**config.mk**
```make
export PLATFORM = sky130hd
export DESIGN_NAME = sac_ram
export DESIGN_NICKNAME = d
export VERILOG_FILES = /design/src/hdl/sac_ram.sv
export SDC_FILE = /design/constraint.sdc
export NUM_CORES = 2
export LEC_CHECK = 0
export ABC_AREA = 1
export BUFFER_PORTS_ARGS = -buffer_cell sky130_fd_sc_hd__buf_2
export CAP_MARGIN = 0
export CELL_PAD_IN_SITES_DETAIL_PLACEMENT = 1
export CELL_PAD_IN_SITES_GLOBAL_PLACEMENT = 1
export CORE_MARGIN = 3
export CORE_UTILIZATION = 33
export CTS_BUF_LIST = sky130_fd_sc_hd__clkbuf_8
export DETAILED_ROUTE_END_ITERATION = 6
export HOLD_SLACK_MARGIN = 0.1
export PLACE_DENSITY = 0.58
export SETUP_SLACK_MARGIN = 0.5
export SYNTH_ARGS = -nofsm -noshare
export SYNTH_HDL_FRONTEND = slang
export SYNTH_SLANG_ARGS = --single-unit
```
**constraint.sdc**
```tcl
create_clock -name clk -period 1.73 [get_ports clk]
set_input_delay 0.0865 -clock clk [delete_from_list [all_inputs] [get_ports clk]]
set_output_delay 0.0865 -clock clk [all_outputs]
set_load 0.03 [all_outputs]
```
**src/hdl/sac_ram.sv**
```systemverilog
module sac_ram #(
  parameter int ADDR_W = 8,
  parameter int DATA_W = 8
) (
  input  logic              clk,
  input  logic              rd_en,
  input  logic [ADDR_W-1:0] rd_addr,
  output logic [DATA_W-1:0] rd_data,
  input  logic              wr_en,
  input  logic [ADDR_W-1:0] wr_addr,
  input  logic [DATA_W-1:0] wr_data
);

  logic [DATA_W-1:0] mem [2**ADDR_W];
  logic [DATA_W-1:0] rd_data_r;

  // A read of the row written in the same cycle returns the new data.
  always_ff @(posedge clk) begin
    if (wr_en) begin
      mem[wr_addr] <= wr_data;
    end
    if (rd_en) begin
      if (wr_en && (wr_addr == rd_addr)) begin
        rd_data_r <= wr_data;
      end else begin
        rd_data_r <= mem[rd_addr];
      end
    end
  end

  assign rd_data = rd_data_r;

endmodule

```
==> key figures <==
Yosys
  – Yosys cell types: 23
  – Mapped Area: ~84000 sq um
  – Ys async rst share: 0
  – Synth Area in Compound Gates: 0.00005990
  – Synth Area in Simple Gates: 0.2314
  – Avg Inst Size Synth: between 10 and 15 sq um
  – Dominant cells by area after synthesis: edfxtp_1 (74%), nand3_1 (12%), nand2_1 (9.5%)
  – Syn nets: 7074
  – Synth Register Bits: between 2000 and 2500
  – Post-synth EDFFs: 2056
  – Yosys top cell by area: edfxtp_1
  – Mux cell area share after synthesis: 0
  – Commonest cells in the netlist: nand2_1 (2124), edfxtp_1 (2056), nand3_1 (2031), buf_2 (297), nor2_1 (297)
  – Top cell type's share of synthesized area: 0.7390
  – Seq/Total Area, Yosys: 0.7390
  – Syn Inst Count: a little over 7000
  – Top-count cell post-synth: nand2_1
  – XOR/XNOR share of the synthesized area: 0.0002097
  – Synth warn: 0
  – Post-synthesis adder-cell area fraction: 0
  – Largest family of logic cells by synthesized area: simple AND/OR/NAND/NOR gates
  – Top_reg_cell synth: edfxtp_1

Floorplan
  – Die Ht: 509.2 um
  – Initial core utilization: 0.3320
  – DIE AREA: 259200 sq um
  – I/O pin cnt: 35
  – Die width: between 500 and 600 um
  – Standard-cell rows: between 150 and 200
  – CORE AREA: around 250000 sq um

Outcome
  – Failing checks: negative setup slack
  – Status: finished with violations

Timing
  – Setup violations, final: 15
  – RSZ-0062 raised after global routing: true
  – Final Max Tran Viols: 0
  – Fin. Hold Viols: 0
  – Worst-Margin Slew: between 800 and 900 ps
  – Tmin final: slightly below 2000 ps
  – Worst setup margin: -214.4 ps
  – Worst Skew: 54.87 ps
  – Crit share post-route: 1.124
  – Fin Hold WS: 147.3 ps
  – Setup tns final: -1995 ps
  – Fmax: ~510 MHz
  – Worst rel slew slack: 0.4103

Setup path
  – CP startpoint: rd_data[4]
  – Max FO, Critical Path: 1
  – Slowest cell on crit path: edfxtp_1
  – Worst R2R Start: mem[99][1]
  – Reg2Reg Depth: 12
  – Crit Path Category: flop to output pin
  – CP cell instances: buf_6
  – Worst R2R Setup Slack: -170 ps
  – Reg-to-Reg End: rd_data[1]
  – Worst Setup Start Kind: flop
  – WP data required: approximately 1600 ps
  – CP peak stage delay: 570 ps
  – CP Capture Type: output pin
  – Crit path capture: rd_data[4]
  – Bufs and invs on worst path: 1
  – Critical Path AT: 1860 ps
  – CP delay by family, top: flip-flops
  – Crit. path cell count: 1

Global route
  – Met2 usage: 0.3519
  – Gr ovfl total: 0
  – GRT Util Overall: 0.2141
  – Initial antenna violation count: 6
  – Global-route wire length before repair: approximately 410000 um
  – Vias in the first global route: slightly above 60000
  – Largest net degree at the start of global routing: 113
  – Grt met1 use: 0.2938
  – Met3 GRT Util: 0.02896
  – GRT busiest layer: met2

Finish
  – Final core utilization: 0.4112
  – Cell Count, Final, Fillers Out: around 11000
  – Share of layout cells above drive strength 1: 0.2145
  – # fillers: 26440
  – Post-route design area: 103500 sq um
  – Multi-input combinational cell area: 22860 sq um
  – Final nets: ~7600
  – FF/Latch Area: 61740 sq um
  – Synthesis-to-finish area growth: 23.84%

Clocking
  – Cts bufs inserted: around 380
  – CTS sink count: 2056
  – Clk_lat worst skew: around 1100 ps
  – Root buffer cell: clkbuf_8
  – CTS tree: done
  – H-tree Lvls: 5
  – Clock-pin slew on the worst setup and hold paths: 60 ps
  – Clock Path Buffers: 4

Power
  – Worst ir drop on vdd: 0.0008929 V
  – Clk pwr share: 0.393
  – Leakage: 36.58 nW
  – Total power: 104.7 mW
  – Flop pwr share: 0.526
  – Combinational Power Share: 0.081
  – P_int: between 70 and 80 mW
  – P per Cell Area: slightly above 1000 nW/um^2
  – Switch share: 0.2487
  – NetSw: between 20 and 30 mW

Drt
  – Drc violations: 0
  – Via density: 5.204
  – Initial DRC Count: around 4800
  – WL/cell: ~25 um
  – ANT nets after route: 0
  – Total number of vias: around 58000
  – Post-Route WL: about 280000 um
  – Drt pass-1 iters: 5

Hold path
  – Hold Crit Class: primary input to flop

Place
  – Port Buffers: 34
  – Placed Instance Area: about 94000 sq um
  – Setup Slack @ Placement: -1095 ps
  – HPWL Detailed: about 180000 um
  – Post-Place Cells: approximately 11000
  – Placer congestion estimate: roughly 0.86

Flow run
  – # Max-Cap Violations: 0
## metal layers
metal / vias to the layer above / routed length (um)
li1: 26260 / -
met1: 30130 / 124400
met3: 454 / 13490
met5: - / 0
met2: 1520 / 134800
met4: 0 / 8442
## cell families (layout without fill, tap and decap cells)
kind of cell              after synthesis  in the layout
buffers and inverters                 527           1335
DFF                                  2056           2056
xor gates and xnor gates                2              2
and+or+nand+nor                      4461           4461
other                                   0             12
AOI/OAI and AO/OA                       1              1
## tightest hold or removal path: stages
cell and delay [ps]:
buf_2 150, inv_1 80, nor2_1 40, inv_1 200, nor2_4 70, nand2_2 100, buf_12 170, nor2_4 80
## what timing repair did
| action | CTS | global route |
|---|---|---|
| setup endpoints to repair | 16 | 1954 |
| endpoints found under the hold margin | 3842 | 516 |
| resized for setup | 348 | 173 |
| buffers inserted | 0 | 8 |
| hold buffers | 39 | 4 |
| pin swaps | 110 | 84 |
## flip-flops by register name, indices dropped and copies added, names as in the netlist
register and count:
mem 2048, rd_data 8
## how the worst min path moves through the flow
stage                     slack [ps]       start  cells past startpoint     endpoint
after floorplan                  190  wr_data[0]                      0    mem[0][0]
after global placement           470  wr_data[1]                      1  mem[208][1]
after detailed placement         470  wr_data[1]                      1  mem[208][1]
after CTS                        100  wr_data[1]                      3   mem[65][1]
after global routing             100  wr_addr[0]                      8   rd_data[7]
final                            150  wr_addr[0]                      8  mem[189][1]
## power by group through the flow
stage	Sequential, mW	Clock (mW)	Combinational [mW]
finish	55.0	41.2	8.49
global route	55.0	44.4	9.11
CTS	55.0	42.2	8.37
detailed placement	56.1	0	7.73
global placement	56.1	0	7.63
floorplan	56.1	0	3.58
## layout make-up
type,count,share of cell area
Sequential cell,2056,0.5967
Multi-Input combinational cell,4464,0.2209
Timing Repair Buffer,676,0.07806
Clock buffer,382,0.05081
Tap cell,3348,0.04049
Clock inverter,234,0.01065
Inverter,43,0.002044
Antenna cell,12,0.0002902
## layout by cell type (no fill, tap or decap), types with 2 or more instances in the layout
cell type       netlist  final
inv_1                39    138
clkinv_1              1     88
clkinvlp_4            0      5
nand2_1            2124   2085
nand3_2               0    333
clkinv_2              0     33
nand4_1               2      2
inv_8                 0      2
buf_4                14    373
buf_12                0    221
nor2_2                0     62
buf_6                 6     25
dlymetal6s4s_1        0      4
diode_2               0     12
nand2_4               0      7
dlygate4sd3_1         0     29
bufinv_16             0      6
inv_6                 0      3
nand2_2               0     32
nor2_4                0    121
nor2_1              297    114
nand3_4               0     51
nand3_1            2031   1647
buf_8                 0     11
edfxtp_1           2056   2056
clkbuf_8              0    382
xor2_1                2      2
buf_2               297     12
No activity file was read; power rests on OpenSTA's default activity.
