===== src/hdl/sac_pkg.sv =====
package sac_pkg;

  localparam int CMD_W      = 2;
  localparam int IN_ADDR_W  = 64;
  localparam int CNT_W      = 32;
  localparam int CFG_IDX_W  = 2;
  localparam int CFG_DATA_W = 5;
  localparam int SB_W       = 4;
  localparam int BB_W       = 5;
  localparam int WAYS_W     = 4;
  localparam int SB_EFF_W   = 5;
  localparam int SHIFT_W    = 6;

  localparam logic [CMD_W-1:0] CMD_MODIFY  = 2'd2;
  localparam logic [CMD_W-1:0] CMD_INVALID = 2'd3;

  localparam logic [CFG_IDX_W-1:0] CFG_SET_BITS   = 2'd0;
  localparam logic [CFG_IDX_W-1:0] CFG_BLOCK_BITS = 2'd1;
  localparam logic [CFG_IDX_W-1:0] CFG_WAYS       = 2'd2;

  localparam logic [SB_W-1:0]   RST_SET_BITS   = 4'd4;
  localparam logic [BB_W-1:0]   RST_BLOCK_BITS = 5'd4;
  localparam logic [WAYS_W-1:0] RST_WAYS       = 4'd1;

  typedef enum logic [2:0] {
    S_CLEAR = 3'b001,
    S_IDLE  = 3'b010,
    S_LOOK  = 3'b100
  } state_t;

  typedef struct packed {
    logic hit;
    logic evicted;
  } sac_res_t;

  typedef struct packed {
    logic fire;
    logic hit;
    logic evicted;
  } sac_event_t;

endpackage


===== src/hdl/sac_split.sv =====
module sac_split #(
  parameter int MAX_SET_BITS = 8,
  parameter int MAX_WAYS     = 8,
  parameter int ADDR_WIDTH   = 64,
  parameter int NW_W         = 4
) (
  input  logic [ADDR_WIDTH-1:0]   address,
  input  logic [sac_pkg::SB_W-1:0]   set_bits,
  input  logic [sac_pkg::BB_W-1:0]   block_bits,
  input  logic [sac_pkg::WAYS_W-1:0] ways,
  output logic [MAX_SET_BITS-1:0] set_idx,
  output logic [ADDR_WIDTH-1:0]   tag,
  output logic [NW_W-1:0]         nw
);

  import sac_pkg::*;

  logic [SB_EFF_W-1:0]     sb_eff;
  logic [SHIFT_W-1:0]      tag_shift;
  logic [ADDR_WIDTH-1:0]   shifted;
  logic [MAX_SET_BITS-1:0] set_mask;

  always_comb begin
    if (int'(set_bits) > MAX_SET_BITS) begin
      sb_eff = SB_EFF_W'(MAX_SET_BITS);
    end else begin
      sb_eff = SB_EFF_W'(set_bits);
    end
    tag_shift = SHIFT_W'(block_bits) + SHIFT_W'(sb_eff);
    shifted   = address >> block_bits;
    set_mask  = ~({MAX_SET_BITS{1'b1}} << sb_eff);
    set_idx   = shifted[MAX_SET_BITS-1:0] & set_mask;
    tag       = address >> tag_shift;
    if (ways == '0) begin
      nw = NW_W'(1);
    end else if (int'(ways) > MAX_WAYS) begin
      nw = NW_W'(MAX_WAYS);
    end else begin
      nw = NW_W'(ways);
    end
  end

endmodule


===== config.mk =====
export PLATFORM = sky130hd
export DESIGN_NAME = sac_split
export DESIGN_NICKNAME = d
export VERILOG_FILES = /design/src/hdl/sac_pkg.sv /design/src/hdl/sac_split.sv
export SDC_FILE = /design/constraint.sdc
export NUM_CORES = 1
export LEC_CHECK = 0
export BUFFER_PORTS_ARGS = -buffer_cell sky130_fd_sc_hd__buf_2
export CORE_ASPECT_RATIO = 0.8
export CORE_MARGIN = 5
export CORE_UTILIZATION = 50
export DETAILED_ROUTE_END_ITERATION = 10
export PLACE_DENSITY = 0.8
export SLEW_MARGIN = 20
export SYNTH_ARGS = -nofsm -noshare
export SYNTH_HDL_FRONTEND = slang
export SYNTH_SLANG_ARGS = --single-unit

===== constraint.sdc =====
create_clock -name vclk -period 4.1
set_input_delay 0.41 -clock vclk [all_inputs]
set_output_delay 0.41 -clock vclk [all_outputs]
set_load 0.05 [all_outputs]

==> summary.txt, run 1 <==
Run status = finished clean
Area grow syn2layout = 23.88%
Std cell rows = 36
Crit path buf inv count = 6
Share of synthesized area occupied by flip-flops and latches = 0%
Flop pwr share = 0%
Critical-path cell list = buf_2 > nor2b_4 > ha_1 > inv_1 > fa_2 > xnor2_4 > buf_4 > buf_4 > nor2_1 > a32o_1 > a311oi_2 > buf_4 > nand2_1 > a31oi_4 > buf_2
Wire length of the first global-routing pass = 38140 um
Initial Util = 51.20%
Headroom to the max-slew limit = 42.06%
Largest net degree at the start of global routing = 40
Placer Congestion = 1.010
Number of violations reported at the end of detailed-routing iteration 0 = 1088
Post-layout net count = 1022
Final HPWL from detailed placement = 19820 um
Combinational group share of total power = 100.0%
Fin. max-slew vios = 0
Leading cell type by number of instances after synthesis = sky130_fd_sc_hd__mux2i_1
Max Cap Violations = 0
Most frequent cell on the critical path = sky130_fd_sc_hd__buf_4
Synth Area per Inst = 7.842 sq um
Capturing element type of the critical path = primary output
Maximum clock frequency = 251.7 MHz
Worst ir drop on vdd = 0.0003568 V
Layout clock buffer count = 0
Clock Power Share = 0%
Routed wirelength normalized by instance count = 22.44 um
Sum of negative setup slack = 0 ns
Post-synthesis cell area = 6250 sq um
Flip-flop and latch count = 0
Floorplan core area = 12210 sq um
Proportion of layout cells with a drive suffix above 1 = 39.77%
Proportion of netlist area held by the largest area contributor = 25.23%
Die Outline Area = 14850 sq um
Antenna violations before repair = 0
Internal cell power = 0.9734 mW
Commonest cells in the synthesized netlist = 109 x sky130_fd_sc_hd__mux2i_1, 106 x sky130_fd_sc_hd__nand2_1, 77 x sky130_fd_sc_hd__a21oi_1
Total via count in the routed design = 7536
Arrival time at the worst endpoint = 3.56 ns
Hold slack final = 1.145 ns
Core occupancy in the finished layout = 63.43%
Area of all sequential standard cells = 0 sq um
Inst Count DP = 1105
Reported net switching power = 1.871 mW
Launching element type of the critical path = input pin
Transition time at the pin with the least slew margin = 0.8649 ns
Final critical-path required period = 3.974 ns
Switching Fraction = 65.78%
Count of boundary I/O pins = 153
Area post-placement = 7654 sq um
Horizontal die dimension = 135.0 um
Ant. Diodes = 0
Warnings, synthesis = 0
Synth cell types = 64
Path type of the worst setup path = input pin to primary output
Global router's overall resource usage = 31.94%
Final hold violation count = 0
Number of antenna-violating nets in the routed design = 0
Number of non-filler instances in the completed layout = 1109
Critical Path RT = 3.69 ns
Library cell occupying the most area in the post-synthesis netlist = sky130_fd_sc_hd__mux4_2
Synthesized Nets = 879
Cell types occupying the most area after synthesis = sky130_fd_sc_hd__mux4_2 25%, sky130_fd_sc_hd__mux2i_1 17%, sky130_fd_sc_hd__nand2_1 6.4%, sky130_fd_sc_hd__a21oi_1 6.2%, sky130_fd_sc_hd__mux2_2 4.9%
Number of port buffers = 153
Type of the most critical hold path = input pin to primary output
Total DRC errors in the routed layout = 0
Ratio of total power to cell area = 367.4 nW/um^2
Leak Pwr = 3.305 nW
Setup-failing EPs final = 0
Number of detailed-route iterations in the first pass = 7
Cell type of the slowest stage on the worst timing path = sky130_fd_sc_hd__fa_2
Post-detailed-routing wire length = 24890 um
Die Ht = 110 um
Detailed-route vias per instance = 6.795
Tcrit/Tclk final = 96.92%
Filler cell count in the final layout = 1097
Number of global-route vias before repair = 6892
Post-route design area = 7742 sq um
Critical path's top delay family = buffers and inverters
Global-route congestion overflow total = 0
Gate count after technology mapping = 797
Largest fanout of any net on the critical path = 32
Critical Path Max Stage Delay = 0.45 ns
[cell type report]
cell class                      instances  area [sq um]  share of cell area (%)
Inverter                                9         38.79                  0.5010
Multi-Input combinational cell        701          6050                   78.14
Timing Repair Buffer                  228          1440                   18.60
Tap cell                              171         214.0                   2.763
[cells in the final DEF (no fill, tap or decap), types with 4 or more instances in the layout]
master	n
sky130_fd_sc_hd__buf_4	66
sky130_fd_sc_hd__nor2_1	52
sky130_fd_sc_hd__mux4_2	70
sky130_fd_sc_hd__inv_1	7
sky130_fd_sc_hd__mux2i_2	5
sky130_fd_sc_hd__nand3_1	28
sky130_fd_sc_hd__a31oi_1	6
sky130_fd_sc_hd__a21oi_2	5
sky130_fd_sc_hd__mux2i_1	104
sky130_fd_sc_hd__nor3_2	5
sky130_fd_sc_hd__nor2b_1	6
sky130_fd_sc_hd__and2_1	12
sky130_fd_sc_hd__nand2_1	106
sky130_fd_sc_hd__nand2b_1	11
sky130_fd_sc_hd__a21oi_1	72
sky130_fd_sc_hd__a211oi_1	17
sky130_fd_sc_hd__o21ai_1	7
sky130_fd_sc_hd__o211ai_1	15
sky130_fd_sc_hd__ha_1	4
sky130_fd_sc_hd__buf_12	7
sky130_fd_sc_hd__a32oi_1	6
sky130_fd_sc_hd__a32o_1	4
sky130_fd_sc_hd__buf_2	152
sky130_fd_sc_hd__mux2_2	27
sky130_fd_sc_hd__o21ai_0	28
sky130_fd_sc_hd__o22ai_1	6
sky130_fd_sc_hd__a22oi_1	12
sky130_fd_sc_hd__nor3_1	22
[path summary, 6_finish.rpt]
path                  slack (ns)   startpoint       to  cells past startpoint
worst min-delay path        1.14      ways[3]    nw[3]                      2
worst max-delay path        0.13  set_bits[0]  tag[17]                     15
[layer usage]
layer	routed length, um	track usage (%)	share of wire [%]
met1	10030	46.71	40
met2	11300	51.21	45
met3	3078	4.855	12
met4	487	5.180	2.0
met5	0	0	0
[kinds of logic after synthesis]
group           share of synthesized area [%]
compound gates                          23.06
xor+xnor                                1.261
fa+ha+maj                               1.121
buf+inv                                 7.307
mux                                     48.99
simple gates                            18.26
[what timing repair did]
action                                  4_1_cts  5_1_grt
hold buffers                                  0        0
endpoints found under the hold margin         0        0
buffers inserted                              0        3
pin swaps                                     0        3
gates resized for setup                       1       13
endpoints found under the setup margin        2       29
gates cloned                                  0        1
[through the flow]
step	power (mW)	setup WS (ns)
floorplan	2.017	-0.06851
global placement	2.734	-0.09804
detailed placement	2.747	-0.1532
CTS	2.759	0.02523
global route	2.983	-0.01440
finish	2.844	0.1264
[power by group through the flow]
stage	Sequential [mW]	Combinational, mW	Clock, mW
2_1_floorplan	0	2.02	0
4_1_cts	0	2.76	0
5_1_grt	0	2.98	0
6_report	0	2.84	0
3_5_place_dp	0	2.75	0
3_3_place_gp	0	2.73	0
Power figures use the tool's default switching activity.
==> run 2, diff against run 1 <==
--- a/config.mk
+++ b/config.mk
@@ -6,8 +6,8 @@
 export NUM_CORES = 1
 export LEC_CHECK = 0
 export BUFFER_PORTS_ARGS = -buffer_cell sky130_fd_sc_hd__buf_2
-export CORE_ASPECT_RATIO = 0.8
-export CORE_MARGIN = 5
+export CORE_ASPECT_RATIO = 2
+export CORE_MARGIN = 1.5
 export CORE_UTILIZATION = 50
 export DETAILED_ROUTE_END_ITERATION = 10
 export PLACE_DENSITY = 0.8
==> run 2 against run 1 <==
Die area is 11% lower. Combinational power rose by 4%. Critical path depth shrank 1. Sequential share of layout area stayed put. Wire length rose by 7.4%. Total power up 3.8%. Sequential cell count unchanged. Cell area increased by 1.2%. Setup slack got worse by 0.013 ns. Cell count decreased by 1.4%. Utilization increased by 0.81 points. Clock-buffer cell count did not move. Critical path type unchanged. Largest cell class unchanged.
==> summary.txt, run 2 (synthesis results as in run 1) <==
Critical-path cell list = buf_2 > nor2b_4 > ha_1 > inv_1 > fa_1 > buf_8 > buf_4 > nand2_1 > a211oi_1 > o21ai_0 > a32oi_2 > a211oi_1 > a31oi_2 > clkbuf_4
Critical Path Max Stage Delay = 0.60 ns
Initial Util = 51.25%
Unrepaired setup endpoints after global routing = true
Arrival time at the worst endpoint = 3.58 ns
Post-detailed-routing wire length = 26720 um
Max Cap Violations = 0
Area of all sequential standard cells = 0 sq um
Antenna violations before repair = 0
Number of global-route vias before repair = 7383
Number of non-filler instances in the completed layout = 1094
Most frequent cell on the critical path = sky130_fd_sc_hd__a211oi_1
Placer Congestion = 1.056
Hold slack final = 1.145 ns
Total via count in the routed design = 7712
Horizontal die dimension = 82.06 um
Final hold violation count = 0
Die Ht = 161.1 um
Number of port buffers = 153
Number of antenna-violating nets in the routed design = 0
Area grow syn2layout = 25.35%
Die Outline Area = 13220 sq um
Routed wirelength normalized by instance count = 24.43 um
Total DRC errors in the routed layout = 0
Most frequent standard cell in the layout excluding fill and tap cells = sky130_fd_sc_hd__buf_2
Fin. max-slew vios = 0
Path type of the worst setup path = input pin to primary output
Global-route congestion overflow total = 0
Setup-failing EPs final = 0
Largest fanout of any net on the critical path = 23
Cell type of the slowest stage on the worst timing path = sky130_fd_sc_hd__fa_1
Detailed-route vias per instance = 7.049
Number of violations reported at the end of detailed-routing iteration 0 = 900
Layout clock buffer count = 0
Capturing element type of the critical path = primary output
Final HPWL from detailed placement = 21000 um
Std cell rows = 57
Ant. Diodes = 0
Filler cell count in the final layout = 1094
Ratio of total power to cell area = 377.0 nW/um^2
Transition time at the pin with the least slew margin = 0.5630 ns
Run status = finished clean
Global router's overall resource usage = 40.63%
Final critical-path required period = 3.986 ns
Flip-flop and latch count = 0
# hold bufs at CTS = 0
Headroom to the max-slew limit = 62.22%
Crit path buf inv count = 5
Floorplan core area = 12200 sq um
Proportion of layout cells with a drive suffix above 1 = 40.23%
Critical Path RT = 3.69 ns
Leak Pwr = 3.374 nW
Highest-count cells in the layout ignoring fill and taps = 150 x sky130_fd_sc_hd__buf_2, 108 x sky130_fd_sc_hd__mux2i_1, 106 x sky130_fd_sc_hd__nand2_1, 72 x sky130_fd_sc_hd__buf_4, 71 x sky130_fd_sc_hd__a21oi_1
Maximum clock frequency = 250.9 MHz
Post-layout net count = 1031
Inst Count DP = 1089
Worst ir drop on vdd = 0.0003375 V
Wire length of the first global-routing pass = 40940 um
Type of the most critical hold path = input pin to primary output
Total power of the final layout = 2.953 mW
Area used by multi-input combinational logic = 6058 sq um
Tcrit/Tclk final = 97.23%
Largest net degree at the start of global routing = 42
Launching element type of the critical path = input pin
Critical path's top delay family = compound AO/OA/AOI/OAI gates
Count of boundary I/O pins = 153
Number of detailed-route iterations in the first pass = 8
## run 2: changes by cell type in the layout (fill, tap and decap cells not counted), moves of 2 or more
cell                       previous run  this run
sky130_fd_sc_hd__a32oi_1              6         3
sky130_fd_sc_hd__buf_2              152       150
sky130_fd_sc_hd__clkbuf_4             1         3
sky130_fd_sc_hd__buf_4               66        72
sky130_fd_sc_hd__mux2i_2              5         1
sky130_fd_sc_hd__mux2i_1            104       108
sky130_fd_sc_hd__a32oi_2              1         4
## run 2: worst paths after layout
path,endpoint,startpoint,cells after the start
worst max-delay path,tag[6],set_bits[0],14
worst min-delay path,nw[3],ways[3],2
## run 2: what timing repair did
item                                    CTS  global route
gates resized for setup                   0            15
setup buffers                             0             4
endpoints found under the setup margin    0            13
## run 2: where the power goes
| group | total (mW) | switching, mW | internal (mW) |
|---|---|---|---|
| clock | 0 | 0 | 0 |
| combinational | 2.95 | 1.93 | 1.02 |
| sequential | 0 | 0 | 0 |
## run 2: routing by layer
layer | vias to the layer above | GRT usage [%] | part of all wire [%] | wire length (um)
met5 | - | 0 | 0 | 0
met4 | 0 | 27.20 | 8.8 | 2346
met3 | 151 | 8.249 | 9.1 | 2442
met2 | 545 | 67.03 | 49 | 13150
met1 | 3613 | 45.54 | 33 | 8784
li1 | 3403 | - | - | -
## run 2: area by class of cell
| class | count | share of cell area (%) |
|---|---|---|
| multi-input combinational | 701 | 77.34 |
| tap | 147 | 2.348 |
| timing repair buffer | 237 | 19.82 |
| inverter | 9 | 0.4951 |
## run 2: per-stage QoR
stage / setup TNS [ns] / util [%] / setup WS (ns) / cell area, sq um
finish: 0 / 64.24 / 0.1136 / 7834
global route: -0.003026 / 64.24 / -0.002409 / 7834
CTS: 0 / 63.21 / 0.1317 / 7709
detailed placement: 0 / 63.21 / 0.1382 / 7709
global placement: 0 / 63.21 / 0.1832 / 7709
floorplan: -0.4265 / - / -0.06851 / 6431
